**src/design/lbc_pkg.sv**
```systemverilog
// Shared types and constants for the LRU tile cache.
// No dependencies.
`timescale 1ns / 1ps
`default_nettype none

package lbc_pkg;

    // Tile store depth; field widths below are sized for it
    localparam int MAX_TILES = 1024;

    localparam int COORD_W = 10;
    localparam int CFG_W   = 11;
    localparam int SLOT_W  = 10;
    localparam int TILE_W  = 10;
    localparam int KIND_W  = 2;
    localparam int RES_W   = 11;
    localparam int CIDX_W  = 2;
    localparam int IDXF_W  = 22;

    // Register indexes
    localparam logic [CIDX_W-1:0] REG_BLOCKS_PER_ROW    = 2'd0;
    localparam logic [CIDX_W-1:0] REG_BLOCKS_PER_COLUMN = 2'd1;
    localparam logic [CIDX_W-1:0] REG_MAX_RESIDENT      = 2'd2;

    // Access kinds
    localparam logic [KIND_W-1:0] ACC_HIT    = 2'd0;
    localparam logic [KIND_W-1:0] ACC_FRESH  = 2'd1;
    localparam logic [KIND_W-1:0] ACC_REFILL = 2'd2;

    // Eviction kinds
    localparam logic [KIND_W-1:0] EVK_NONE  = 2'd0;
    localparam logic [KIND_W-1:0] EVK_CLEAN = 2'd1;
    localparam logic [KIND_W-1:0] EVK_DIRTY = 2'd2;

    typedef struct packed {
        logic [COORD_W-1:0] tile_x;
        logic [COORD_W-1:0] tile_y;
        logic               for_update;
    } req_t;

    typedef struct packed {
        logic               in_range;
        logic [KIND_W-1:0]  access_kind;
        logic [TILE_W-1:0]  tile_index;
        logic [SLOT_W-1:0]  fill_slot;
        logic [KIND_W-1:0]  evict_kind;
        logic [TILE_W-1:0]  evict_tile;
        logic [SLOT_W-1:0]  evict_slot;
        logic [RES_W-1:0]   resident_tiles;
    } rsp_t;

    // Per-tile status word
    typedef struct packed {
        logic              resident;
        logic              dirty;
        logic              spilled;
        logic [SLOT_W-1:0] slot;
    } meta_t;

    // Controller to datapath
    typedef struct packed {
        logic capture;
        logic mul;
        logic look;
        logic push;
        logic rd_tail;
        logic evict;
        logic clr;
        logic load_out;
    } cmd_t;

    // Datapath to controller
    typedef struct packed {
        logic in_range;
        logic evict_need;
        logic clr_last;
    } status_t;

endpackage

`default_nettype wire

```
**src/design/lbc_ctrl.sv**
```systemverilog
// Sequencing state machine for the LRU tile cache.
// Depends on lbc_pkg.
`timescale 1ns / 1ps
`default_nettype none

module lbc_ctrl (
    input  wire logic             clk,
    input  wire logic             rst_n,
    input  wire logic             in_valid,
    output logic                  in_ready,
    output logic                  out_valid,
    input  wire logic             out_ready,
    input  wire lbc_pkg::status_t st,
    output lbc_pkg::cmd_t         cmd
);
    import lbc_pkg::*;

    typedef enum logic [3:0] {
        S_CLEAR, S_IDLE, S_MUL, S_RD, S_LOOK, S_PUSH, S_ERD, S_EVICT, S_DONE
    } state_t;

    state_t state_reg, state_next;
    logic   out_valid_reg, out_valid_next;

    assign out_valid = out_valid_reg;

    // Next state and commands
    always_comb
    begin
        state_next     = state_reg;
        cmd            = '0;
        in_ready       = 1'b0;
        out_valid_next = out_valid_reg && !out_ready;
        case (state_reg)
            S_CLEAR:
            begin
                cmd.clr = 1'b1;
                if (st.clr_last)
                begin
                    state_next = S_IDLE;
                end
            end
            S_IDLE:
            begin
                in_ready    = 1'b1;
                cmd.capture = in_valid;
                if (in_valid)
                begin
                    state_next = S_MUL;
                end
            end
            S_MUL:
            begin
                cmd.mul    = 1'b1;
                state_next = S_RD;
            end
            S_RD:
            begin
                state_next = st.in_range ? S_LOOK : S_DONE;
            end
            S_LOOK:
            begin
                cmd.look   = 1'b1;
                state_next = S_PUSH;
            end
            S_PUSH:
            begin
                cmd.push   = 1'b1;
                state_next = S_ERD;
            end
            S_ERD:
            begin
                cmd.rd_tail = 1'b1;
                state_next  = st.evict_need ? S_EVICT : S_DONE;
            end
            S_EVICT:
            begin
                cmd.evict  = 1'b1;
                state_next = S_DONE;
            end
            S_DONE:
            begin
                if (!out_valid_reg || out_ready)
                begin
                    cmd.load_out   = 1'b1;
                    out_valid_next = 1'b1;
                    state_next     = S_IDLE;
                end
            end
            default:
            begin
                state_next = S_IDLE;
            end
        endcase
    end

    // State and registered outputs
    always_ff @(posedge clk or negedge rst_n)
    begin
        if (!rst_n)
        begin
            state_reg     <= S_CLEAR;
            out_valid_reg <= 1'b0;
        end
        else
        begin
            state_reg     <= state_next;
            out_valid_reg <= out_valid_next;
        end
    end

endmodule

`default_nettype wire

```
**config.mk**
```make
export PLATFORM = sky130hd
export DESIGN_NAME = lbc_ctrl
export DESIGN_NICKNAME = d
export VERILOG_FILES = /design/src/design/lbc_pkg.sv /design/src/design/lbc_ctrl.sv
export SDC_FILE = /design/constraint.sdc
export NUM_CORES = 1
export LEC_CHECK = 0
export BUFFER_PORTS_ARGS = -buffer_cell sky130_fd_sc_hd__buf_2
export CORE_AREA = 2 2 39 41
export CTS_CLUSTER_DIAMETER = 200
export DETAILED_ROUTE_END_ITERATION = 10
export DIE_AREA = 0 0 41 43
export PLACE_DENSITY = 0.58
export SLEW_MARGIN = 20
export SYNTH_ARGS = -nofsm -noshare
export SYNTH_HDL_FRONTEND = slang
export SYNTH_SLANG_ARGS = --single-unit
```
**constraint.sdc**
```tcl
create_clock -name clk -period 1.27 [get_ports clk]
set_input_delay 0.127 -clock clk [delete_from_list [all_inputs] [get_ports clk]]
set_output_delay 0.127 -clock clk [all_outputs]
set_load 0.02 [all_outputs]
```
==> impl_metrics.toml, run 1 <==
[status]
status = "finished, violations left"
violations = "negative setup slack"

[global_routing]
antenna_found_initial = 0
grt_pass1_vias = 388
grt_pass1_wl_um = 1538
grt_start_max_net_pins = 9
use_met3_pct = 3.665
grt_busiest_layer = "met2"
grt.met1_usage_pct = 15.46
met2_usage_pct = 20.63
grt_overflow = 0
track_usage_pct = 13.35

[layout]
nFillCells = 126
largest_reg_flops = 4
seq_area_um2 = 125.1
syn_to_final_growth_pct = 115.9
num_antenna_cells = 0
layout-drive-gt1-share_pct = 66.22
multi_input_area_um2 = 305.3
fin_area_um2 = 748.2
nNetsFinal = 82

[timing]
worst_pin_slew_ns = 0.2654
setup_ws_ns = -0.3104
finalCriticalPeriod_ns = 1.580
setup_violations = 12
fin_setup_tns_ns = -1.429
fin_crit_sh_pct = 124.4
fmaxAchievable_mhz = 632.7
clock_skew_ns = 0.003622
finalMaxSlewViolations = 0
rsz0062_at_grt = "true"
max-slew-margin-rel_pct = 82.12
hold_viol = 0

[worst_setup_path]
cp.arrival_ns = 1.45
path_buf_inv = 1
crit_family = "simple AND/OR/NAND/NOR gates"
path_cells = "or4b_4, nor2b_4, buf_6"
start_kind = "flop"
path_max_fanout = 2
crit_slowest_cell = "or4b_4"
max_stage_delay_ns = 0.57
required_ns = 1.14
worstSetupPathType = "flop to primary output"
crit_path_end_kind = "primary output"

[routing]
drcViolationCount = 0
vias = 417
drtIter0Drc = 7
wire_per_inst_um = 12.36
routed_wl_um = 1112
final_antenna_net_count = 0
vias_per_cell = 4.633
dr.pass1.iters = 4

[yosys]
syn_avg_cell_area_um2 = 8.252
syn_area_um2 = 346.6
synth_cell_types = 18
synth_cells = 42
yosys_register_bits = 5
yosysWarnings = 0
synth_fp_nets = 49
ys_seq_area_share_pct = 36.10

[placed_design]
place_hpwl_um = 648
portBuffers = 16
placedInstanceArea_um2 = 490.5
place.gp.congestion = 0.7512

[floorplan]
io-pin-count = 17
initial_core_util_pct = 25.05
die_h_um = 43
coreArea_um2 = 1384
chipWidth_um = 41
rows = 14
dieArea_um2 = 1763

[clocking]
cts_num_sinks = 5
cts_buffers = 3
cts_buffer_depth = 2
worstSkewPairLatency_ns = 0.24
cts_tree = "built"
h-tree-depth = 1
clk_pin_slew_ns = 0.04
root_buffer = "clkbuf_4"

[hold_path]
hold_path.class = "input pin to async pin"

[power_and_ir_drop]
power.share.sequential_pct = 14.8
p_per_area_nw_per_um2 = 2458
net-switching-power_mw = 0.7829
ir_drop_mv = 1.036
swShare_pct = 42.58
power.internal_mw = 1.056
p_leak_nw = 0.3494
combinationalPowerShare_pct = 75.7
p_clk_share_pct = 9.5

[flow_run]
maxCapViolCount = 0
==> logic make-up after synthesis <==
kind of cell    count (synthesis)  share of synthesized area [%]
buf+inv                         5                          8.304
flops                           5                          36.10
compound gates                  8                          15.52
simple gates                   24                          40.07
==> power by group through the flow <==
stage	combinational [mW]	clock, mW	sequential, mW
6_report	1.39	0.175	0.272
3_3_place_gp	0.813	0	0.257
2_1_floorplan	0.587	0	0.281
3_5_place_dp	0.820	0	0.258
4_1_cts	1.17	0.184	0.268
5_1_grt	1.49	0.196	0.281
==> cell type report <==
cell class,instances,area share [%]
multi-input cells,32,40.80
repair buffers,31,35.28
clock buffers,4,3.512
well taps,16,2.676
flip-flops and latches,5,16.72
inverters,2,1.003
==> worst paths after layout <==
check | from | to | slack [ns] | cells past startpoint
setup / recovery | state_reg[2] | cmd[0] | -0.31 | 3
hold / removal | rst_n | state_reg[2] | 0.23 | 2
setup reg to reg | state_reg[2] | state_reg[0] | -0.27 | 5
hold reg to reg | out_valid | out_valid | 0.59 | 2
max in group asynchronous | rst_n | state_reg[3] | 0.92 | 2
min in group clk | st[0] | state_reg[0] | 0.25 | 4
==> timing repair <==
action	4_1_cts	5_1_grt
setup endpoints to repair	9	13
setup buffers	5	4
resized for setup	23	16
hold buffers	1	0
gates cloned	1	0
endpoints found under the hold margin	5	0
pin swaps	4	4
==> worst register-to-register path, cell delays in order (launching register included) <==
cell	delay, ns
dfrtp_1	0.38
or4b_4	0.57
buf_4	0.16
buf_4	0.14
o2bb2ai_2	0.10
nor3b_1	0.07
==> per-stage QoR <==
step | hold slack, ns | power, mW | instances | util [%] | setup WS (ns)
2_1_floorplan | -0.1686 | 0.8679 | 42 | - | -0.07412
3_3_place_gp | -0.05857 | 1.069 | 75 | 35.44 | -0.06048
3_5_place_dp | -0.05908 | 1.078 | 75 | 35.44 | -0.06210
4_1_cts | 0.2233 | 1.623 | 86 | 47.65 | -0.2697
5_1_grt | 0.2276 | 1.964 | 90 | 54.07 | -0.3406
6_report | 0.2272 | 1.839 | 90 | 54.07 | -0.3104
==> layer usage <==
layer / vias up / share of wire [%]
li1: 208 / -
met1: 193 / 36
met2: 14 / 59
met3: 2 / 3.5
met4: 0 / 1.3
met5: - / 0
==> cells in the mapped netlist, drive strengths merged <==
cell type	number	share of area, %
a21oi	2	2.9
o32ai	1	2.5
inv	2	2.2
nand2b	4	7.2
nor2	4	4.3
nor3	3	4.3
or4b	1	4.0
nand3	1	1.4
and2	2	3.6
o21ai	4	5.8
nor2b	5	9.0
buf	3	6.1
nor3b	1	2.2
o2bb2ai	1	4.3
nor4	1	1.8
nand2	2	2.2
dfrtp	5	36
==> cell usage in the layout (no fill, tap or decap), types with 2 or more instances in the layout <==
cell type,count
o21ai_0,3
nor3_4,2
nor2_4,3
buf_6,11
dfrtp_1,5
clkbuf_4,3
buf_2,8
nor2b_1,4
a21oi_1,2
inv_1,2
nand2b_4,3
buf_4,10
Note: power is estimated with default switching activity, not from simulation.
==> run 2, diff against run 1 <==
--- a/config.mk
+++ b/config.mk
@@ -6,10 +6,11 @@
 export NUM_CORES = 1
 export LEC_CHECK = 0
 export BUFFER_PORTS_ARGS = -buffer_cell sky130_fd_sc_hd__buf_2
-export CORE_AREA = 2 2 39 41
+export CORE_AREA = 5 5 42 44
+export CTS_BUF_LIST = sky130_fd_sc_hd__clkbuf_4 sky130_fd_sc_hd__clkbuf_8
 export CTS_CLUSTER_DIAMETER = 200
 export DETAILED_ROUTE_END_ITERATION = 10
-export DIE_AREA = 0 0 41 43
+export DIE_AREA = 0 0 47 49
 export PLACE_DENSITY = 0.58
 export SLEW_MARGIN = 20
 export SYNTH_ARGS = -nofsm -noshare
==> impl_metrics.toml, run 2 (synthesis results as in run 1) <==
[status]
status = "finished, violations left"
violations = "negative setup slack"

[global_routing]
met2_usage_pct = 16.97
grt_pass1_wl_um = 1821
grt.met1_usage_pct = 13.59
grt_overflow = 0
use_met3_pct = 2.952
antenna_found_initial = 0
grt_start_max_net_pins = 11
grt_busiest_layer = "met2"
track_usage_pct = 10.82
grt_pass1_vias = 408

[timing]
hold_viol = 0
fin_setup_tns_ns = -1.386
clock_skew_ns = 0.002270
max-slew-margin-rel_pct = 86.08
hold_ws_ns = 0.2308
worst_pin_slew_ns = 0.2072
fmaxAchievable_mhz = 640.7
setup_violations = 11
finalMaxSlewViolations = 0
fin_crit_sh_pct = 122.9
finalCriticalPeriod_ns = 1.561
rsz0062_at_grt = "true"
setup_ws_ns = -0.2908

[floorplan]
die_h_um = 49
dieArea_um2 = 2303
io-pin-count = 17
chipWidth_um = 47
coreArea_um2 = 1401
rows = 14
initial_core_util_pct = 24.73

[flow_run]
maxCapViolCount = 0

[routing]
wire_per_inst_um = 13.25
routed_wl_um = 1272
vias = 436
drtIter0Drc = 8
drcViolationCount = 0
dr.pass1.iters = 3
vias_per_cell = 4.542
final_antenna_net_count = 0

[hold_path]
hold_path.class = "input pin to flop"

[clocking]
worstSkewPairLatency_ns = 0.24
root_buffer = "clkbuf_4"
cts_buffer_depth = 2
clk_pin_slew_ns = 0.05
cts_tree = "built"
cts_buffers = 3
cts_num_sinks = 5
h-tree-depth = 1

[worst_setup_path]
crit_slowest_cell = "or4b_4"
start_kind = "flop"
cp.arrival_ns = 1.43
max_stage_delay_ns = 0.57
r2r_slack_ns = -0.14
path_max_fanout = 2
crit_path_end_kind = "primary output"
path_cells = "or4b_4, nor2b_4, buf_6"
required_ns = 1.14
worstSetupPathType = "flop to primary output"

[layout]
nNetsFinal = 88
num_antenna_cells = 0
final_cell_mix = "13 x buf_6, 13 x buf_4, 7 x buf_2"
utilization_pct = 60.09
syn_to_final_growth_pct = 143.0
largest_reg_flops = 4
layout-drive-gt1-share_pct = 72.50

[placed_design]
place.gp.congestion = 0.7405
portBuffers = 16
place_hpwl_um = 667
place_ws_ns = -0.06842

[power_and_ir_drop]
ir_drop_mv = 1.189
p_per_area_nw_per_um2 = 2557
finalPower_mw = 2.153
p_leak_nw = 0.4002
==> run 2: final cells by class <==
class	instances	area (um2)
inverter	2	7.507
multi-input combinational	32	315.3
clock buffer	4	30.03
timing repair buffer	37	344.1
fill	126	559.3
sequential	5	125.1
tap	16	20.02
==> run 2: worst paths after layout <==
| check | from | cells past startpoint | to |
|---|---|---|---|
| min in group asynchronous | rst_n | 2 | state_reg[2] |
| min reg2reg | out_valid | 2 | out_valid |
| max reg2reg | state_reg[2] | 4 | state_reg[0] |
| min | st[0] | 4 | state_reg[0] |
| max | state_reg[2] | 3 | cmd[0] |
| max in group asynchronous | rst_n | 2 | state_reg[1] |
==> run 2: critical path: cells and delay by family (launching register included) <==
kind                   cells  cell delay, ns
buffers and inverters      1            0.12
and+or+nand+nor            2            0.70
DFF                        1            0.38
==> run 2: power by group <==
part | total [mW] | leakage [nW] | switching [mW] | internal [mW]
clock network | 0.204 | 0.0184 | 0.0637 | 0.140
registers | 0.266 | 0.0642 | 0.0403 | 0.226
logic | 1.68 | 0.318 | 0.753 | 0.930
total | 2.15 | 0.400 | 0.857 | 1.30
==> run 2: what timing repair did <==
item | 4_1_cts | 5_1_grt
setup buffers | 8 | 12
pin swaps | 4 | 8
endpoints found under the setup margin | 10 | 12
hold buffers | 1 | 0
gates resized for setup | 29 | 19
endpoints found under the hold margin | 5 | 0
==> run 2: routing by layer <==
layer | vias to the layer above | part of all wire, %
li1 | 219 | -
met4 | 0 | 0
met1 | 209 | 37
met5 | - | 0
met2 | 8 | 59
met3 | 0 | 4.5
==> run 2: metrics by stage <==
step | area, um2 | std cells
after floorplan | 381.6 | 42
after global placement | 490.5 | 75
after detailed placement | 490.5 | 75
after CTS | 725.7 | 88
after global routing | 842.1 | 96
final | 842.1 | 96
==> run 3, diff against run 2 <==
--- a/config.mk
+++ b/config.mk
@@ -8,9 +8,9 @@
 export BUFFER_PORTS_ARGS = -buffer_cell sky130_fd_sc_hd__buf_2
 export CORE_AREA = 5 5 42 44
 export CTS_BUF_LIST = sky130_fd_sc_hd__clkbuf_4 sky130_fd_sc_hd__clkbuf_8
-export CTS_CLUSTER_DIAMETER = 200
 export DETAILED_ROUTE_END_ITERATION = 10
 export DIE_AREA = 0 0 47 49
+export MAX_ROUTING_LAYER = met4
 export PLACE_DENSITY = 0.58
 export SLEW_MARGIN = 20
 export SYNTH_ARGS = -nofsm -noshare
==> impl_metrics.toml, run 3 (synthesis results as in run 1) <==
[placed_design]
place.gp.congestion = 0.7497
placedInstanceArea_um2 = 490.5
portBuffers = 16
place_ws_ns = -0.06842
dp_cells = 75
place_hpwl_um = 667

[power_and_ir_drop]
p_clk_share_pct = 9.5
power.share.sequential_pct = 12.4
net-switching-power_mw = 0.8569
ir_drop_mv = 1.189
combinationalPowerShare_pct = 78.2
power.internal_mw = 1.296
p_leak_nw = 0.4002
finalPower_mw = 2.153
swShare_pct = 39.80
p_per_area_nw_per_um2 = 2557

[layout]
nNetsFinal = 88
layout-drive-gt1-share_pct = 72.50
syn_to_final_growth_pct = 143.0
num_antenna_cells = 0
final_cell_mix = "13 x buf_6, 13 x buf_4, 7 x buf_2"
stdcell_count = 96
fin_area_um2 = 842.1
largest_reg_flops = 4

[floorplan]
coreArea_um2 = 1401
rows = 14
chipWidth_um = 47
dieArea_um2 = 2303
die_h_um = 49
initial_core_util_pct = 24.73
io-pin-count = 17

[status]
status = "finished, violations left"
violations = "negative setup slack"

[routing]
wire_per_inst_um = 13.25
final_antenna_net_count = 0
vias = 436
drtIter0Drc = 8
drcViolationCount = 0
vias_per_cell = 4.542
dr.pass1.iters = 3
routed_wl_um = 1272

[flow_run]
maxCapViolCount = 0

[hold_path]
hold_path.class = "input pin to flop"

[worst_setup_path]
crit_slowest_cell = "or4b_4"
required_ns = 1.14
path_max_fanout = 2
crit_path_end_kind = "primary output"
max_stage_delay_ns = 0.57
start_kind = "flop"
cp.arrival_ns = 1.43
path_cells = "or4b_4, nor2b_4, buf_6"
worstSetupPathType = "flop to primary output"

[timing]
rsz0062_at_grt = "true"
finalMaxSlewViolations = 0
clock_skew_ns = 0.002270
worst_pin_slew_ns = 0.2077
fin_crit_sh_pct = 122.9
setup_violations = 11
max-slew-margin-rel_pct = 86.05
hold_ws_ns = 0.2302
hold_viol = 0
finalCriticalPeriod_ns = 1.560
setup_ws_ns = -0.2902
fmaxAchievable_mhz = 640.9

[global_routing]
grt_overflow = 0
antenna_found_initial = 0
grt_start_max_net_pins = 11
grt_pass1_vias = 404
grt_pass1_wl_um = 1828
track_usage_pct = 11.17

[clocking]
worstSkewPairLatency_ns = 0.24
root_buffer = "clkbuf_4"
cts_num_sinks = 5
cts_buffer_depth = 2
cts_tree = "built"
cts_buffers = 3
clk_pin_slew_ns = 0.05
h-tree-depth = 1
## run 3: cell counts in the layout (fill, tap and decap cells not counted)
No cell type changed its count.
## run 3: power by group through the flow
stage | registers, mW | logic (mW) | clock network, mW
finish | 0.266 | 1.68 | 0.204
global route | 0.273 | 1.79 | 0.216
CTS | 0.266 | 1.36 | 0.210
detailed placement | 0.259 | 0.817 | 0
global placement | 0.256 | 0.815 | 0
floorplan | 0.281 | 0.587 | 0
## run 3: critical path: cells and delay by family (launching register included)
kind / cells / cell delay (ns)
buf+inv: 1 / 0.12
flops: 1 / 0.38
simple gates: 2 / 0.70
## run 3: final cells by class
class | instances | area, um2
flip-flops and latches | 5 | 125.1
well taps | 16 | 20.02
repair buffers | 37 | 344.1
clock buffers | 4 | 30.03
multi-input cells | 32 | 315.3
fillers | 126 | 559.3
inverters | 2 | 7.507
## run 3: through the flow
| stage | utilization, % | TNS (ns) |
|---|---|---|
| 4_1_cts | 51.79 | -1.626 |
| 3_3_place_gp | 35.00 | -0.06238 |
| 3_5_place_dp | 35.00 | -0.06842 |
| 5_1_grt | 60.09 | -1.870 |
| 6_report | 60.09 | -1.386 |
| 2_1_floorplan | - | -0.1702 |
## run 3: worst paths after layout
| check | startpoint | endpoint | slack (ns) | cells after the start |
|---|---|---|---|---|
| worst min-delay path | st[0] | state_reg[0] | 0.23 | 4 |
| worst min register to register | out_valid | out_valid | 0.59 | 2 |
| worst max register to register | state_reg[2] | state_reg[0] | -0.14 | 4 |
| min in group asynchronous | rst_n | state_reg[2] | 0.24 | 2 |
| worst max-delay path | state_reg[2] | cmd[0] | -0.29 | 3 |
| max in group asynchronous | rst_n | state_reg[1] | 0.90 | 2 |
## run 3: metal layers
metal  global-route usage, %  up-vias  wire [um]
li1                        -      219          -
met3                   2.214        0         44
met5                       -        -          0
met2                   16.52        8        746
met1                   14.70      209        481
met4                   4.147        0          0
## run 3: timing repair
action / CTS / global route
setup endpoints to repair: 10 / 12
gates cloned: 0 / 0
resized for setup: 29 / 19
pin swaps: 4 / 8
endpoints found under the hold margin: 5 / 0
hold buffers: 1 / 0
setup buffers: 8 / 12
